==> config.mk <==
export PLATFORM = sky130hd
export DESIGN_NAME = tsg_mul
export DESIGN_NICKNAME = d
export VERILOG_FILES = /design/src/rtl/tsg_pkg.sv /design/src/rtl/tsg_mul.sv
export SDC_FILE = /design/constraint.sdc
export NUM_CORES = 2
export LEC_CHECK = 0
export ABC_AREA = 1
export BUFFER_PORTS_ARGS = -buffer_cell sky130_fd_sc_hd__clkbuf_2
export CAP_MARGIN = 20
export CORE_ASPECT_RATIO = 1.75
export CORE_MARGIN = 2
export CORE_UTILIZATION = 40
export CTS_CLUSTER_SIZE = 28
export DETAILED_ROUTE_END_ITERATION = 12
export HOLD_SLACK_MARGIN = 0.1
export PLACE_DENSITY = 0.56
export SYNTH_ARGS = -nofsm -noshare
export SYNTH_HDL_FRONTEND = slang
export SYNTH_SLANG_ARGS = --single-unit
export TNS_END_PERCENT = 5
==> constraint.sdc <==
create_clock -name clk -period 8.3 [get_ports clk]
set_input_delay 1.245 -clock clk [delete_from_list [all_inputs] [get_ports clk]]
set_output_delay 1.245 -clock clk [all_outputs]
set_load 0.01 [all_outputs]
==> src/rtl/tsg_pkg.sv <==
// Shared constants for the trajectory setpoint generator.
// Used by the multiplier, the waypoint memory and the top level; depends on nothing.
package tsg_pkg;

    localparam int MUL_W   = 32;
    localparam int POINT_W = 16;
    localparam int PTIME_W = 32;
    localparam int TIME_W  = 48;
    localparam int PHASE_W = 40;

    // register indexes on the configuration port
    localparam logic [2:0] REG_MODE  = 3'd0;
    localparam logic [2:0] REG_AMP   = 3'd1;
    localparam logic [2:0] REG_VAMP  = 3'd2;
    localparam logic [2:0] REG_PSTEP = 3'd3;
    localparam logic [2:0] REG_PCNT  = 3'd4;

    // trajectory modes
    localparam logic [2:0] MODE_XSINE  = 3'd0;
    localparam logic [2:0] MODE_YSINE  = 3'd1;
    localparam logic [2:0] MODE_CIRCLE = 3'd2;
    localparam logic [2:0] MODE_WAYPT  = 3'd3;

    // register reset values
    localparam logic [2:0]  RST_MODE  = 3'd4;
    localparam logic [14:0] RST_AMP   = 15'd2048;
    localparam logic [14:0] RST_VAMP  = 15'd2573;
    localparam logic [23:0] RST_PSTEP = 24'd219902;
    localparam logic [6:0]  RST_PCNT  = 7'd50;

    // sine series coefficients, Q30 scaled
    localparam logic [30:0] C1 = 31'd1686629714;
    localparam logic [30:0] C3 = 31'd693598667;
    localparam logic [30:0] C5 = 31'd85569306;
    localparam logic [30:0] C7 = 31'd5026995;
    localparam logic [30:0] C9 = 31'd172272;
    localparam logic [31:0] ONE_Q30 = 32'h4000_0000;
    localparam logic [63:0] HALF_Q30 = 64'h2000_0000;

endpackage

==> src/rtl/tsg_mul.sv <==
// Shared unsigned multiplier with a registered product.
// Depends on tsg_pkg for the operand width.
module tsg_mul
(
    input  logic                            clk,
    input  logic [tsg_pkg::MUL_W-1:0]       a,
    input  logic [tsg_pkg::MUL_W-1:0]       b,
    output logic [2*tsg_pkg::MUL_W-1:0]     p
);

    logic [2*tsg_pkg::MUL_W-1:0] p_reg;

    always_ff @(posedge clk)
    begin
        p_reg <= (2*tsg_pkg::MUL_W)'(a) * (2*tsg_pkg::MUL_W)'(b);
    end

    assign p = p_reg;

endmodule

==> flow_summary_export.csv <==
group,metric,value,unit
yosys,ys_seq_area_share,3.43,%
setup_path,end_kind,"flop",
floorplan,core,92800,um^2
yosys,synth-compound-area-share,0.853,%
route,dr.pass1.iters,5,
final_layout,nets,6297,
yosys,synth_top_family_by_area,"adder cells",
placed_design,portBuffers,128,
grt,met1_usage,27.2,%
floorplan,start_util,40.3,%
grt,grt_use_met2,46.5,%
grt,grt.overflow.total,0,
cts,tritoncts,"done",
cts,cts_num_sinks,64,
floorplan,die-height,409,um
yosys,synthSimpleGateAreaFrac,18.8,%
yosys,syn-num-nets,6247,
final_layout,area_growth,7.11,%
yosys,synth-edff-count,0,
grt,gr-usage-met3,1.74,%
floorplan,die-area,96100,um^2
route,ant_nets,0,
yosys,synth_flop_cell,"dfxtp_1",
yosys,synth_area_per_cell,7.45,um^2
timing,fmax,130,MHz
cts,cts_made_buffers,9,
yosys,synth_common_cells,"1723 x inv_1, 1566 x nand2_1, 896 x fa_1, 263 x ha_1, 192 x clkbuf_1",
cts,clk_pin_slew_worst_paths,70,ps
yosys,synth.area.top_cells,"fa_1 48%, inv_1 17%, nand2_1 16%",
floorplan,num_io_pins,129,
timing,hold_violations,0,
yosys,synthMuxAreaShare,0,%
cts,cts_root_buf,"clkbuf_16",
cts,cts_resized,0,
yosys,synth_top_area_share,48.0,%
yosys,yosysUniqueCellTypes,23,
timing,relSlewSlack,50.8,%
timing,fin_crit,7670,ps
placed_design,dpl.cell_count,6262,
setup_path,required,8550,ps
route,drc_errors,0,
yosys,synth_xor_area_share,0.820,%
setup_path,crit_path_max_incr_delay,550,ps
placed_design,hpwlAfterDp,97.5,mm
final_layout,drive_gt1_share,6.10,%
yosys,synth.most_common_cell,"inv_1",
route,vias_per_cell,4.73,
final_layout,largest_register_ffs,64,
cts,clock_path_buffers,2,
route,vias,29700,
timing,slew_violations,0,
timing,finalCritPeriodShare,92.4,%
run,drv_cap,0,
route,drtIter0Drc,1444,
timing,setup_violations,0,
floorplan,chipWidth,235,um
yosys,yosysTopAreaCell,"fa_1",
route,routed_wl,111,mm
yosys,yosysWarnings,0,
grt,antenna_found_initial,4,
final_layout,stdcell_count,6281,
route,routedWlPerCell,17.7,um
placed_design,place.gp.congestion,0.931,
floorplan,fp-row-count,148,
yosys,async_reset_ff_share,0,%
grt,top_usage_layer,"met2",
yosys,synth-seq-cells,64,
setup_path,crit_family,"adder cells",
yosys,syn_inst,5023,
cts,post_cts_buffers,0,
worst_hold_path,hp-class,"in -> reg",
yosys,netlist_area,37400,um^2
timing,tns,0,ps
grt,grt_first_pass_wirelength,180,mm
yosys,synth-adder-area-share,56.8,%
timing,worst_pin_slew,738,ps
outcome,status,"finished clean",
setup_path,cpMaxStageDelayCell,"fa_1",
grt,track_usage,24.3,%
final_layout,utilization,43.2,%
timing,rsz0062_at_grt,"false",
setup_path,worstPathCellList,"clkbuf_2, buf_4, nand2_1, inv_1, fa_1, fa_1, fa_1, inv_1, fa_1, inv_1, fa_1, inv_1, fa_1, inv_1, fa_1, fa_1, ha_1, nand2_1, nor2_1, nand2_1, inv_1, nand4_1, nand3_1, xor2_1",
setup_path,crit_fanout,22,
setup_path,startpoint_type,"input port",
setup_path,crit_arrival,7920,ps
setup_path,worstSetupPathType,"in -> reg",
grt,grt_max_degree,33,
setup_path,crit_path_frequent_cell,"fa_1",
grt,grt_pass1_vias,33200,
final_layout,fillers,9545,
cts,postCtsHoldBufs,0,
cts,htree_levels,3,
setup_path,crit_buf_inv,8,
layer usage:
metal / part of all wire [%] / vias up / wire, um
met5: 0 / - / 0
met4: 5.4 / 0 / 6050
met3: 3.5 / 278 / 3910
met2: 55 / 726 / 61100
met1: 36 / 15000 / 40400
li1: - / 13700 / -
worst paths after layout:
path / start / end / slack [ps] / cells past startpoint
min: b[0] / p[0] / 1680 / 4
max: b[6] / p[22] / 630 / 24
metrics by stage:
| step | cell area, um^2 | setup slack [ps] | hold WS [ps] |
|---|---|---|---|
| 3_3_place_gp | 39700 | 174 | 1630 |
| 2_1_floorplan | 37400 | 1240 | 1340 |
| 5_1_grt | 40100 | 333 | 1710 |
| 3_5_place_dp | 39700 | 300 | 1630 |
| 4_1_cts | 40100 | 645 | 1680 |
| 6_report | 40100 | 629 | 1680 |
cells by family after synthesis:
logic type,Yosys count
buffers and inverters,1927
and+or+nand+nor,1781
adders and majority gates,1159
DFF,64
AOI/OAI and AO/OA,57
xor gates and xnor gates,35
placed cells by master (no fill, tap or decap):
cell type | Yosys | routed
inv_1 | 1723 | 1723
nand2_1 | 1566 | 1566
fa_1 | 896 | 896
ha_1 | 263 | 263
clkbuf_2 | 0 | 128
buf_4 | 0 | 93
nor2_1 | 81 | 81
dfxtp_1 | 64 | 64
nand3_1 | 56 | 56
a21oi_1 | 43 | 43
xor2_1 | 33 | 33
nand4_1 | 16 | 16
nand2_2 | 15 | 15
nor2_2 | 14 | 14
inv_2 | 12 | 12
nor3_1 | 11 | 11
o21bai_1 | 11 | 11
buf_12 | 0 | 10
nand3_2 | 9 | 9
clkbuf_16 | 0 | 9
nor2_4 | 6 | 6
nor3_2 | 6 | 6
diode_2 | 0 | 3
o21ai_0 | 2 | 2
xnor2_1 | 2 | 2
clkbuf_8 | 0 | 2
bufinv_16 | 0 | 2
nor3_4 | 1 | 1
o21bai_2 | 1 | 1
clkinv_4 | 0 | 1
clkinvlp_4 | 0 | 1
clkbuf_1 | 192 | 1
area by class of cell:
| type | count | area [um^2] | area share (%) |
|---|---|---|---|
| Sequential cell | 64 | 1280 | 3.20 |
| Antenna cell | 3 | 7.51 | 0.0187 |
| Tap cell | 1200 | 1500 | 3.75 |
| Clock inverter | 4 | 76.3 | 0.191 |
| Clock buffer | 12 | 256 | 0.640 |
| Multi-Input combinational cell | 3032 | 28900 | 72.1 |
| Inverter | 1735 | 6510 | 16.3 |
| Timing Repair Buffer | 231 | 1540 | 3.84 |
tightest hold or removal path, stage by stage:
cell and delay [ps]:
clkbuf_2 320, buf_4 330, nand2_1 80, inv_1 30
Power is not shown: default switching activity piles up to over one toggle a cycle in this logic, so the estimate is an artifact.
