`src/rtl/tsg_pkg.sv`:
```
// Shared constants for the trajectory setpoint generator.
// Used by the multiplier, the waypoint memory and the top level; depends on nothing.
package tsg_pkg;

    localparam int MUL_W   = 32;
    localparam int POINT_W = 16;
    localparam int PTIME_W = 32;
    localparam int TIME_W  = 48;
    localparam int PHASE_W = 40;

    // register indexes on the configuration port
    localparam logic [2:0] REG_MODE  = 3'd0;
    localparam logic [2:0] REG_AMP   = 3'd1;
    localparam logic [2:0] REG_VAMP  = 3'd2;
    localparam logic [2:0] REG_PSTEP = 3'd3;
    localparam logic [2:0] REG_PCNT  = 3'd4;

    // trajectory modes
    localparam logic [2:0] MODE_XSINE  = 3'd0;
    localparam logic [2:0] MODE_YSINE  = 3'd1;
    localparam logic [2:0] MODE_CIRCLE = 3'd2;
    localparam logic [2:0] MODE_WAYPT  = 3'd3;

    // register reset values
    localparam logic [2:0]  RST_MODE  = 3'd4;
    localparam logic [14:0] RST_AMP   = 15'd2048;
    localparam logic [14:0] RST_VAMP  = 15'd2573;
    localparam logic [23:0] RST_PSTEP = 24'd219902;
    localparam logic [6:0]  RST_PCNT  = 7'd50;

    // sine series coefficients, Q30 scaled
    localparam logic [30:0] C1 = 31'd1686629714;
    localparam logic [30:0] C3 = 31'd693598667;
    localparam logic [30:0] C5 = 31'd85569306;
    localparam logic [30:0] C7 = 31'd5026995;
    localparam logic [30:0] C9 = 31'd172272;
    localparam logic [31:0] ONE_Q30 = 32'h4000_0000;
    localparam logic [63:0] HALF_Q30 = 64'h2000_0000;

endpackage

```
`src/rtl/tsg_wp_mem.sv`:
```
// Waypoint store: x, y and start time per entry, one write and one read port.
// Depends on tsg_pkg for the field widths; read data is registered.
module tsg_wp_mem
#(
    parameter int DEPTH = 64,
    parameter int AW    = 6
)
(
    input  logic                               clk,
    input  logic                               we,
    input  logic [AW-1:0]                      waddr,
    input  logic signed [tsg_pkg::POINT_W-1:0] wx,
    input  logic signed [tsg_pkg::POINT_W-1:0] wy,
    input  logic [tsg_pkg::PTIME_W-1:0]        wt,
    input  logic [AW-1:0]                      raddr,
    output logic signed [tsg_pkg::POINT_W-1:0] rx,
    output logic signed [tsg_pkg::POINT_W-1:0] ry,
    output logic [tsg_pkg::PTIME_W-1:0]        rt
);

    logic signed [tsg_pkg::POINT_W-1:0] x_mem [DEPTH];
    logic signed [tsg_pkg::POINT_W-1:0] y_mem [DEPTH];
    logic [tsg_pkg::PTIME_W-1:0]        t_mem [DEPTH];

    always_ff @(posedge clk)
    begin
        if (we)
        begin
            x_mem[waddr] <= wx;
            y_mem[waddr] <= wy;
            t_mem[waddr] <= wt;
        end
        rx <= x_mem[raddr];
        ry <= y_mem[raddr];
        rt <= t_mem[raddr];
    end

endmodule

```
`config.mk`:
```
export PLATFORM = sky130hd
export DESIGN_NAME = tsg_wp_mem
export DESIGN_NICKNAME = d
export VERILOG_FILES = /design/src/rtl/tsg_pkg.sv /design/src/rtl/tsg_wp_mem.sv
export SDC_FILE = /design/constraint.sdc
export NUM_CORES = 2
export LEC_CHECK = 0
export BUFFER_PORTS_ARGS = -buffer_cell sky130_fd_sc_hd__buf_2
export CAP_MARGIN = 30
export CORE_MARGIN = 4
export CORE_UTILIZATION = 55
export CTS_BUF_LIST = sky130_fd_sc_hd__clkbuf_8 sky130_fd_sc_hd__clkbuf_16
export CTS_CLUSTER_SIZE = 12
export DETAILED_ROUTE_END_ITERATION = 8
export HOLD_SLACK_MARGIN = 0.06
export PLACE_DENSITY = 0.71
export REMOVE_ABC_BUFFERS = 1
export SYNTH_ARGS = -nofsm -noshare
export SYNTH_HDL_FRONTEND = slang
export SYNTH_SLANG_ARGS = --single-unit
```
`constraint.sdc`:
```
create_clock -name clk -period 7.25 [get_ports clk]
set_clock_uncertainty 0.2 [all_clocks]
set_input_delay 0.3625 -clock clk [delete_from_list [all_inputs] [get_ports clk]]
set_output_delay 0.3625 -clock clk [all_outputs]
set_load 0.02 [all_outputs]
```
==> reports/qor.txt <==
Max-cap viol count - 0
Worst Hold End - y_mem[49][14]
Crit end category - flip-flop
Critical Path Max Stage Delay - 0.90 ns
CP startpoint kind - input port
Root buf cell - clkbuf_16
First-pass GRT wire length - 593000 µm
Total Wirelength - 423000 µm
# IOs - 142
Initial Util - 0.554
Cell Area, Synth - 0.157 mm²
Vias in the first global route - 77500
Hold Path Stages - 2
R2R Path Start - y_mem[36][4]
Drt via density - 6.93
Slew margin rel. - 0.284
Post-layout net count - 7349
Sw Share - 0.211
Part of the cycle the worst path needs - 0.471
Reg clk slew, reported paths - 0.06 ns
Hold Buf Count CTS - 74
Area contributors post-synth - edfxtp_1 78%, mux4_2 15%, mux2i_1 0.90%
FMAX - 293 MHz
Initial antenna violation count - 12
Largest net degree at the start of global routing - 120
Synth Flop Type - edfxtp_1
DRC violations left - 0
Async S/R FF share, synth - 0
CTS Buf Count - 412
Clock share of power - 0.401
Final Setup Violations - 0
Crit-path max FO - 34
Share of cells above drive strength 1 - 0.261
Final Hold Vio Count - 0
Routability-driven placement congestion ratio - 0.789
Tmin final - 3.42 ns
Top cell types by occurrence after synthesis - 4096 x edfxtp_1, 1024 x mux4_2, 188 x nand2_1
Gate Count Post-Synth - 6794
Multi-input logic area - 0.0310 mm²
Logic pwr share - 0.048
Most common cell in the netlist - edfxtp_1
Critical path required time - 7.54 ns
Clk sinks - 4160
Dpl hpwl - 209000 µm
Worst slew pin tran - 1.07 ns
Run status - finished clean
Grt ovf - 0
Clock buffer depth - 4
Synth top area share - 0.785
Distinct cells, synth - 38
Synth Area in Simple Gates - 0.0213
Mean area per synthesized cell - 23.1 µm²
Yosys Warn Count - 0
CP top delay family - buffers and inverters
Reg2Reg Depth - 4
Largest family of logic cells by synthesized area - multiplexers
CP Buf/Inv Count - 4
PnR Total Power - 48400 µW
RSZ-0062 raised after global routing - no
Slowest CP cell - buf_4
Post-Synth XOR/XNOR Area - 0
RR Endpoint - ry[4]
TNS Setup - 0 ns
Fillers - 18600
Worst path most repeated cell - buf_4
Post-synth top area cell - edfxtp_1
Mux share of post-synthesis cell area - 0.156
IO buf count - 141
Hold wc startpoint - wy[14]
CORE AREA - 0.283 mm²
CTS tree - yes
Rows - 195
Die height - 542 µm
Finished Core Util - 0.624
Chip width - 542 µm
Worst Setup SP - waddr[0]
Register area share after synthesis - 0.793
Register area - 0.124 mm²
Clk_lat worst skew - 0.93 ns
Sequential power share - 0.552
Internal - 38200 µW
EDFF count, synth - 4096
Drt pass-1 iters - 6
GR Util All Layers - 0.286
Area delta synth->final - 12.6%
Die ar. - 0.294 mm²
DRT antenna net count - 0
Post-synthesis adder-cell area fraction - 0
P_sw - 10200 µW
Leak - 0.0557 µW
Resize count post-CTS - 0
Worst hold-check path type - input port to flip-flop
Iteration-0 DRC Markers - 12400
H-tree levels - 5
Yosys reg bits - 4160
Via count - 78400
Avg WL per Cell - 37.3 µm
R2R Setup Slk - 4.96 ns
Crit Path Class - input port to flip-flop
Cell Pwr Density - 274 mW/mm²
Final slew viol count - 0
Post-CTS Setup Inserts - 0
Compound-cell area share of the yosys netlist - 0.0170
Maximum VDD drop - 0.229 mV
Crit-path cells - dlygate4sd3_1, buf_2, nor2b_1, nand3_1, nor2_4, buf_4, buf_4
Arrival time at the worst endpoint - 3.71 ns
cell usage in the layout (no fill, tap or decap), types with 34 or more instances in the layout:
cell type	netlist	final
nand2_1	188	186
nor2_1	112	50
o221ai_1	34	34
o21ai_1	35	35
buf_2	162	137
mux4_2	1024	1024
clkbuf_16	0	421
nor2_4	0	62
buf_12	0	75
o22ai_1	81	81
a22oi_1	128	128
clkinv_1	0	35
buf_4	31	151
dlygate4sd3_1	0	78
nand4_1	83	83
nand3_1	180	180
mux2i_1	141	141
edfxtp_1	4096	4096
inv_1	19	227
dfxtp_1	64	64
how the worst max path moves through the flow:
stage	to	slack, ns	cells after the start
after floorplan	t_mem[34][0]	1.11	3
after global placement	ry[4]	3.16	8
after detailed placement	ry[4]	3.14	8
after CTS	x_mem[11][9]	3.93	7
after global routing	x_mem[11][9]	3.80	7
final	t_mem[3][10]	3.83	7
metal layers:
metal / track usage / routed length, µm
met5: 0 / 13
met3: 0.0598 / 48200
met1: 0.402 / 152000
met2: 0.450 / 204000
met4: 0.110 / 18300
area by class of cell:
type,instances,share of cell area
inverters,19,0.000404
well taps,3743,0.0265
clock inverters,275,0.00737
multi-input cells,2228,0.176
clock buffers,445,0.0615
diodes,5,0.0000709
repair buffers,450,0.0244
flip-flops and latches,4160,0.704
cells by family (layout without fill, tap and decap cells):
| group | Yosys count | in the layout |
|---|---|---|
| compound gates | 373 | 373 |
| simple gates | 690 | 690 |
| other cells | 0 | 5 |
| mux | 1165 | 1165 |
| buf+inv | 406 | 1189 |
| flops | 4160 | 4160 |
flip-flops by register name, indices dropped and copies added (netlist names):
register  flops
rx           16
x_mem      1024
y_mem      1024
t_mem      2048
rt           32
ry           16
power groups by stage:
stage / combinational (µW) / clock, µW / sequential, µW
2_1_floorplan: 956 / 0 / 27300
3_3_place_gp: 2200 / 0 / 27200
3_5_place_dp: 2250 / 0 / 27200
4_1_cts: 2290 / 19600 / 26700
5_1_grt: 2450 / 20700 / 26700
6_report: 2320 / 19400 / 26700
stage by stage:
| stage | hold WS [ns] | cells | worst slack, ns | area [µm²] |
|---|---|---|---|---|
| after floorplan | 0.261 | 6407 | 1.11 | 155000 |
| after global placement | 0.584 | 10500 | 3.16 | 163000 |
| after detailed placement | 0.546 | 10500 | 3.14 | 163000 |
| after CTS | 0.0653 | 11300 | 3.93 | 176000 |
| after global routing | 0.0634 | 11300 | 3.80 | 177000 |
| final | 0.0725 | 11300 | 3.83 | 177000 |
Note: power is estimated with default switching activity, not from simulation.
